==> config.mk <==
export PLATFORM = sky130hd
export DESIGN_NAME = gls_ctrl
export DESIGN_NICKNAME = d
export VERILOG_FILES = /design/src/rtl/gls_pkg.sv /design/src/rtl/gls_ctrl.sv
export SDC_FILE = /design/constraint.sdc
export NUM_CORES = 1
export LEC_CHECK = 0
export ABC_AREA = 0
export BUFFER_PORTS_ARGS = -buffer_cell sky130_fd_sc_hd__buf_4
export CORE_ASPECT_RATIO = 1.1
export CORE_MARGIN = 3
export CORE_UTILIZATION = 52
export CTS_BUF_LIST = sky130_fd_sc_hd__clkbuf_4
export CTS_CLUSTER_DIAMETER = 80
export DETAILED_ROUTE_END_ITERATION = 8
export GPL_TIMING_DRIVEN = 0
export PLACE_DENSITY = 0.83
export SYNTH_ARGS = -nofsm -noshare
export SYNTH_HDL_FRONTEND = slang
export SYNTH_SLANG_ARGS = --single-unit
==> constraint.sdc <==
create_clock -name clk -period 2.1 [get_ports clk]
set_input_delay 0.105 -clock clk [delete_from_list [all_inputs] [get_ports clk]]
set_output_delay 0.105 -clock clk [all_outputs]
set_load 0.02 [all_outputs]
==> src/rtl/gls_pkg.sv <==
`default_nettype none

package gls_pkg;

    // Fixed datapath widths
    localparam int COORD_W = 16;            // point coordinate
    localparam int DELTA_W = 17;            // segment delta
    localparam int WIDE_W  = 20;            // grid boundary, cell, multiplier operand
    localparam int PROD_W  = 40;            // product and numerator
    localparam int DIV_NW  = 40;            // divider dividend
    localparam int DIV_DW  = 20;            // divider divisor
    localparam int GRID_W  = 7;             // grid_divisions register
    localparam int CFG_W   = 7;             // configuration write data

    // Configuration register indexes
    localparam logic CFG_IDX_GRID = 1'b0;
    localparam logic CFG_IDX_RING = 1'b1;

    typedef enum logic [4:0] {
        ST_IDLE,
        ST_LOAD,
        ST_FIRST_EMIT,
        ST_PASS_IN,
        ST_PASS_RING,
        ST_PASS_FIRST,
        ST_CELL_START,
        ST_CELL_WAIT,
        ST_SEG_LOAD,
        ST_BX_DIV,
        ST_BX_WAIT,
        ST_BX_MUL,
        ST_BY_DIV,
        ST_BY_WAIT,
        ST_BY_MUL,
        ST_CHECK,
        ST_PX_MUL,
        ST_PY_MUL,
        ST_CMP,
        ST_N1_MUL,
        ST_N2_MUL,
        ST_RND_DIV,
        ST_RND_WAIT,
        ST_CROSS_EMIT,
        ST_END_EMIT,
        ST_SEG_DONE,
        ST_FINISH,
        ST_OUT_READ,
        ST_OUT_SHOW
    } state_t;

    typedef enum logic [1:0] {
        EM_FIRST,
        EM_INPUT,
        EM_CROSS,
        EM_END
    } emit_sel_t;

    typedef enum logic [1:0] {
        DV_CELL,
        DV_BX,
        DV_BY,
        DV_RND
    } div_sel_t;

    typedef enum logic [2:0] {
        MU_NONE,
        MU_BX,
        MU_BY,
        MU_PX,
        MU_PY,
        MU_N1,
        MU_N2
    } mul_op_t;

    typedef enum logic {
        SEG_PREV_IN,
        SEG_IN_FIRST
    } seg_sel_t;

    // Controller to datapath
    typedef struct packed {
        logic      latch_in;
        logic      first_only;
        logic      clr_cnt;
        logic      emit_en;
        emit_sel_t emit_sel;
        logic      dedupe;
        logic      div_start;
        div_sel_t  div_sel;
        logic      cell_load;
        logic      seg_load;
        seg_sel_t  seg_sel;
        mul_op_t   mul_op;
        logic      take_single;
        logic      take_cmp;
        logic      advance;
        logic      finish;
        logic      rd_en;
        logic      rd_next;
    } cmd_t;

    // Datapath to controller
    typedef struct packed {
        logic seen0;
        logic seen1;
        logic pass;
        logic zero_len;
        logic vx;
        logic vy;
        logic div_busy;
        logic ring_close;
        logic cnt_zero;
        logic rd_last;
    } status_t;

endpackage

`default_nettype wire

==> src/rtl/gls_ctrl.sv <==
`default_nettype none

module gls_ctrl
    import gls_pkg::*;
(
    input  wire logic    clk,
    input  wire logic    rst_n,
    input  wire logic    in_valid,
    output logic         in_stall,
    output logic         out_valid,
    input  wire logic    out_stall,
    input  wire status_t st,
    output cmd_t         cmd
);

    state_t state_reg, state_next;
    logic   seg2_reg, seg2_next;
    logic   out_take;

    assign out_take = (state_reg == ST_OUT_SHOW) && !out_stall;

    // Next state
    always_comb
    begin
        state_next = state_reg;
        seg2_next  = seg2_reg;
        unique case (state_reg)
            ST_IDLE:       if (in_valid) state_next = ST_LOAD;
            ST_LOAD:
            begin
                seg2_next = 1'b0;
                if (st.seen0)      state_next = ST_IDLE;
                else if (st.seen1) state_next = ST_FIRST_EMIT;
                else if (st.pass)  state_next = ST_PASS_IN;
                else               state_next = ST_CELL_START;
            end
            ST_FIRST_EMIT: state_next = st.pass ? ST_PASS_IN : ST_CELL_START;
            ST_PASS_IN:    state_next = ST_PASS_RING;
            ST_PASS_RING:  state_next = st.ring_close ? ST_PASS_FIRST : ST_FINISH;
            ST_PASS_FIRST: state_next = ST_FINISH;
            ST_CELL_START: state_next = ST_CELL_WAIT;
            ST_CELL_WAIT:  if (!st.div_busy) state_next = ST_SEG_LOAD;
            ST_SEG_LOAD:   state_next = ST_BX_DIV;
            ST_BX_DIV:     state_next = st.zero_len ? ST_SEG_DONE : ST_BX_WAIT;
            ST_BX_WAIT:    if (!st.div_busy) state_next = ST_BX_MUL;
            ST_BX_MUL:     state_next = ST_BY_DIV;
            ST_BY_DIV:     state_next = ST_BY_WAIT;
            ST_BY_WAIT:    if (!st.div_busy) state_next = ST_BY_MUL;
            ST_BY_MUL:     state_next = ST_CHECK;
            ST_CHECK:
            begin
                if (st.vx && st.vy)      state_next = ST_PX_MUL;
                else if (st.vx || st.vy) state_next = ST_N1_MUL;
                else                     state_next = ST_END_EMIT;
            end
            ST_PX_MUL:     state_next = ST_PY_MUL;
            ST_PY_MUL:     state_next = ST_CMP;
            ST_CMP:        state_next = ST_N1_MUL;
            ST_N1_MUL:     state_next = ST_N2_MUL;
            ST_N2_MUL:     state_next = ST_RND_DIV;
            ST_RND_DIV:    state_next = ST_RND_WAIT;
            ST_RND_WAIT:   if (!st.div_busy) state_next = ST_CROSS_EMIT;
            ST_CROSS_EMIT: state_next = ST_CHECK;
            ST_END_EMIT:   state_next = ST_SEG_DONE;
            ST_SEG_DONE:
            begin
                if (!seg2_reg && st.ring_close)
                begin
                    seg2_next  = 1'b1;
                    state_next = ST_SEG_LOAD;
                end
                else
                begin
                    state_next = ST_FINISH;
                end
            end
            ST_FINISH:     state_next = st.cnt_zero ? ST_IDLE : ST_OUT_READ;
            ST_OUT_READ:   state_next = ST_OUT_SHOW;
            ST_OUT_SHOW:
            begin
                if (out_take)
                begin
                    state_next = st.rd_last ? ST_IDLE : ST_OUT_READ;
                end
            end
            default:       state_next = ST_IDLE;
        endcase
    end

    // Outputs and datapath commands
    always_comb
    begin
        cmd          = '0;
        cmd.seg_sel  = seg2_reg ? SEG_IN_FIRST : SEG_PREV_IN;
        in_stall     = 1'b1;
        out_valid    = 1'b0;
        unique case (state_reg)
            ST_IDLE:
            begin
                in_stall     = 1'b0;
                cmd.latch_in = in_valid;
            end
            ST_LOAD:
            begin
                cmd.first_only = st.seen0;
                cmd.clr_cnt    = !st.seen0;
            end
            ST_FIRST_EMIT:
            begin
                cmd.emit_en  = 1'b1;
                cmd.emit_sel = EM_FIRST;
            end
            ST_PASS_IN:
            begin
                cmd.emit_en  = 1'b1;
                cmd.emit_sel = EM_INPUT;
            end
            ST_PASS_FIRST:
            begin
                cmd.emit_en  = 1'b1;
                cmd.emit_sel = EM_FIRST;
            end
            ST_CELL_START:
            begin
                cmd.div_start = 1'b1;
                cmd.div_sel   = DV_CELL;
            end
            ST_CELL_WAIT:  cmd.cell_load = !st.div_busy;
            ST_SEG_LOAD:   cmd.seg_load  = 1'b1;
            ST_BX_DIV:
            begin
                cmd.div_start = !st.zero_len;
                cmd.div_sel   = DV_BX;
            end
            ST_BX_MUL:     cmd.mul_op = MU_BX;
            ST_BY_DIV:
            begin
                cmd.div_start = 1'b1;
                cmd.div_sel   = DV_BY;
            end
            ST_BY_MUL:     cmd.mul_op = MU_BY;
            ST_CHECK:      cmd.take_single = !(st.vx && st.vy);
            ST_PX_MUL:     cmd.mul_op = MU_PX;
            ST_PY_MUL:     cmd.mul_op = MU_PY;
            ST_CMP:        cmd.take_cmp = 1'b1;
            ST_N1_MUL:     cmd.mul_op = MU_N1;
            ST_N2_MUL:     cmd.mul_op = MU_N2;
            ST_RND_DIV:
            begin
                cmd.div_start = 1'b1;
                cmd.div_sel   = DV_RND;
            end
            ST_CROSS_EMIT:
            begin
                cmd.emit_en  = 1'b1;
                cmd.emit_sel = EM_CROSS;
                cmd.dedupe   = 1'b1;
                cmd.advance  = 1'b1;
            end
            ST_END_EMIT:
            begin
                cmd.emit_en  = 1'b1;
                cmd.emit_sel = EM_END;
                cmd.dedupe   = 1'b1;
            end
            ST_FINISH:     cmd.finish = 1'b1;
            ST_OUT_READ:   cmd.rd_en  = 1'b1;
            ST_OUT_SHOW:
            begin
                out_valid   = 1'b1;
                cmd.rd_next = out_take && !st.rd_last;
            end
            default:       cmd.rd_en = 1'b0;
        endcase
    end

    always_ff @(posedge clk or negedge rst_n)
    begin
        if (!rst_n)
        begin
            state_reg <= ST_IDLE;
            seg2_reg  <= 1'b0;
        end
        else
        begin
            state_reg <= state_next;
            seg2_reg  <= seg2_next;
        end
    end

endmodule

`default_nettype wire

# After elaboration in Yosys (flattened, before gate mapping)
# Cells that the tools add are included.
[classes]
eq_ne = 35
muxes = 36
n_reduce_logical = 19
[op_table]
columns = ["cell", "n"]
rows = [
  ["$pmux 5 s28", 1],
  ["$eq 5x5->1 const B", 13],
  ["$mux 5", 11],
  ["$eq 5x4->1 const B", 8],
  ["$pmux 3 s4", 2],
  ["$eq 5x3->1 const B", 4],
  ["$pmux 3 s6", 1],
  ["$mux 1", 14],
  ["$ne 2x2->1 const B", 7],
  ["$eq 5x2->1 const B", 2],
  ["$mux 3", 3],
  ["$mux 4", 2],
  ["$logic_not 1->1", 7],
  ["$reduce_and 6->1", 1],
  ["$reduce_or 2->1", 3],
  ["$eq 5x1->1 const B", 1],
  ["$logic_not 5->1", 1],
  ["$logic_and 1x1->1", 4],
  ["$mux 2", 1],
  ["$pmux 1 s2", 1],
  ["$reduce_and 2->1", 1],
  ["$reduce_bool 2->1", 1],
  ["$logic_or 1x1->1", 1],
]
[word_totals]
regBits = 6
inputBits = 14

# Depth between registers and ports, before layout
[logic_depth]
ltp_word = 4
ltp_mapped = 7
mapped_depth_nobuf = 7

# Worst setup path before layout
# OpenSTA, ideal clock, no wires.
[synth_timing]
kind = "register to output"
startpoint = "reg state_reg[2]"
endpoint = "out cmd[4] in the netlist's numbering"
t_arrival_ns = 1.697
setup_slack_ns = 0.298
stages_incl_launch_ff = 6
path_buffers = 4
path_cell_list = "dfrtp_1 buf_2 buf_2 buf_4 buf_2 nor4_1"
[synth_rtl]
columns = ["item", "line", "source"]
rows = [
  ["from (decl)", "gls_ctrl.sv:16", "state_t state_reg, state_next;"],
  ["from (signal assigned)", "gls_ctrl.sv:186", "state_reg <= state_next;"],
  ["to (decl)", "gls_ctrl.sv:13", "output cmd_t cmd"],
]

==> results.py <==
metrics = {
    "synth": {
        "ys_types": 52,
        "synth_area_leaders": "dfrtp_1, nor2_1, nand2_1",
        "syn_area_um2": 1100,
        "synth_top_cell_area_share_pct": 13.7,
        "synth-seq-cells": 6,
        "yosysSeqAreaShare_pct": 13.7,
        "yosys_warnings": 0,
        "synth_nets": 174,
        "synth_top_area_cell": "dfrtp_1",
        "synthArstFlopShare_pct": 100,
        "syn_area_per_cell_um2": 6.94,
        "synthFlopType": "dfrtp_1",
        "synth_edf_count": 0,
        "synthCells": 158,
    },
    "pwr": {
        "sw_frac_of_total_pct": 55.7,
        "clockPowerShare_pct": 4.6,
        "peakVddDrop_v": 0.000907,
        "p_int_mw": 0.976,
        "power_frac_seq_pct": 10.6,
        "p_leak_nw": 0.643,
        "power_frac_comb_pct": 84.9,
        "p_per_area_nw_per_um2": 1530,
        "p_switching_mw": 1.22,
    },
    "min_path": {
        "hold_path_class": "input pin to register",
        "holdPathStages": 3,
    },
    "floorplan": {
        "die-area_um2": 2700,
        "die_w_um": 49.8,
        "rows": 16,
        "die_height_um": 54.2,
        "pin_count": 38,
        "start_util_pct": 58.2,
        "core_area_um2": 1880,
    },
    "placement": {
        "post-place-ws_ns": 0.231,
        "placed_area_um2": 1410,
        "numPortBuffers": 37,
        "gp_congestion": 0.955,
        "hpwl_mm": 2.82,
        "dp_cells": 222,
    },
    "cts": {
        "clkLatencyLatePin_ns": 0.24,
        "cts_root_buf": "clkbuf_4",
        "cts_max_path_buffers": 2,
        "postCtsSetupRepairBufs": 0,
        "clk_pin_slew_worst_paths_ns": 0.04,
        "cts_tree": "built",
        "cts_made_buffers": 3,
        "cts.sinks": 6,
        "htreeDepth": 1,
    },
    "timing": {
        "fin_crit_sh_pct": 95.3,
        "fin_setup_tns_ns": 0,
        "setup_viol": 0,
        "min_period_ns": 2.00,
        "max_freq_mhz": 500,
        "hold_viol": 0,
        "worstMarginPinSlew_ns": 0.440,
        "finalClockSkew_ns": 0.00629,
        "timing.final.ws_setup_ns": 0.0995,
        "slew_headroom_pct": 70.5,
        "slew_violations": 0,
    },
    "setup_path": {
        "cp_max_fo": 10,
        "crit_cells": 8,
        "startpoint_type": "register",
        "crit_buf_inv": 5,
        "cp_slowest_stage_delay_ns": 0.32,
        "crit_chain": "buf_2 > clkbuf_4 > buf_4 > nor3b_2 > a21oi_1 > nor2_1 > buf_4 > buf_4",
        "slowest_stage": "dfrtp_1",
        "end_kind": "primary output",
        "r2r_slack_ns": 0.29,
        "cp_common_cell": "buf_4",
        "r2r_cells": 6,
        "crit_family": "buffers and inverters",
        "required_ns": 2.00,
        "cp.arrival_ns": 1.90,
        "critPathKind": "register to primary output",
    },
    "global_route": {
        "grt_use_met1_pct": 38.7,
        "top_usage_layer": "met2",
        "grt_use_met2_pct": 47.4,
        "first_global_vias": 1264,
        "antenna_found_initial": 0,
        "gr-total-overflow": 0,
        "grt_use_total_pct": 29.0,
        "grt_pass1_wl_mm": 6.02,
        "use_met3_pct": 4.99,
        "grt_max_degree": 11,
    },
    "job": {
        "cap_violations": 0,
    },
    "routing": {
        "drc": 0,
        "wl_mm": 3.62,
        "vias": 1398,
        "wl_per_cell_um": 16.1,
        "vias_per_cell": 6.21,
        "drtAntennaViolNets": 0,
        "drt-initial-drc-count": 84,
        "first_pass_iters": 5,
    },
    "finish": {
        "multi_input_area_um2": 823,
        "drive_gt1_share_pct": 31.8,
        "nets": 216,
        "design_area_um2": 1440,
        "diodes": 0,
        "final_util_pct": 76.7,
        "largest_register_ffs": 5,
        "final-seq-area_um2": 150,
        "fin_cells": 225,
        "mostFrequentLayoutCells": "buf_4, nor2_1, nand2_1",
        "syn_to_final_growth_pct": 31.6,
        "fillers": 159,
        "layout_commonest_cell": "buf_4",
    },
    "outcome": {
        "run_status": "complete, no violations",
    },
}
## final cells by class
type | instances | area share, %
Buffer | 15 | 7.11
Sequential cell | 6 | 10.4
Clock buffer | 3 | 1.56
Timing Repair Buffer | 38 | 19.9
Tap cell | 27 | 2.34
Inverter | 6 | 1.56
Multi-Input combinational cell | 130 | 57.1
## stage by stage
step | hold slack [ns] | power [mW]
2_1_floorplan | -0.191 | 1.55
3_3_place_gp | -0.0912 | 2.05
3_5_place_dp | -0.0865 | 2.06
4_1_cts | 0.128 | 2.17
5_1_grt | 0.171 | 2.36
6_report | 0.133 | 2.20
## kinds of logic after synthesis
family                   after synthesis  synth area share (%)
multiplexers                           2                  1.83
XOR/XNOR                               2                  1.60
flip-flops                             6                  13.7
AO/OA/AOI/OAI                         51                  33.8
AND/OR/NAND/NOR                       73                  35.2
adder cells (fa/ha/maj)                2                  2.28
buffers and inverters                 22                  11.6
## metal layers
| metal | vias up | share of wire [%] |
|---|---|---|
| met5 | - | 0 |
| met4 | 0 | 2.2 |
| met3 | 10 | 12 |
| met2 | 106 | 46 |
| met1 | 618 | 40 |
| li1 | 664 | - |
## repair_timing
item                       4_1_cts  5_1_grt
hold buffers                     1        0
hold endpoints to repair         6        0
gates resized for setup          1        1
setup endpoints to repair        1        3
pin swaps                        0        0
## path summary, 6_finish.rpt
check,start,to
worst max-delay path,state_reg[2]$_DFFE_PN0P_,cmd[17]
worst min-delay path,out_stall,state_reg[2]$_DFFE_PN0P_
worst max register to register,state_reg[1]$_DFFE_PN0P_,state_reg[3]$_DFFE_PN0P_
worst min register to register,seg2_reg$_DFFE_PN0P_,seg2_reg$_DFFE_PN0P_
max in group asynchronous,rst_n,state_reg[2]$_DFFE_PN0P_
min in group asynchronous,rst_n,state_reg[1]$_DFFE_PN0P_
## power groups by stage
stage	Combinational, mW	Sequential, mW	Clock, mW
finish	1.87	0.232	0.101
global route	2.01	0.242	0.109
CTS	1.83	0.231	0.103
detailed placement	1.82	0.232	0
global placement	1.81	0.231	0
floorplan	1.33	0.213	0
## tightest hold or removal path, cell delays in order
cell     delay (ns)
buf_4          0.10
a21oi_1        0.05
o21ai_1        0.07
## cells in the mapped netlist (2+ instances only)
cell type,number
nor2_1,19
nand2_1,15
a21oi_1,10
buf_2,9
o21ai_0,9
dfrtp_1,6
nand3_1,6
buf_4,5
inv_1,5
nand2b_1,5
nor2b_1,5
o22ai_1,5
a31oi_1,4
and3_1,3
nor3_1,3
nor4_1,3
a22o_1,2
and2_1,2
buf_6,2
ha_1,2
mux2i_1,2
nor3b_1,2
o211ai_1,2
o21a_1,2
o31ai_1,2
o32ai_1,2
Power figures use the tool's default switching activity.
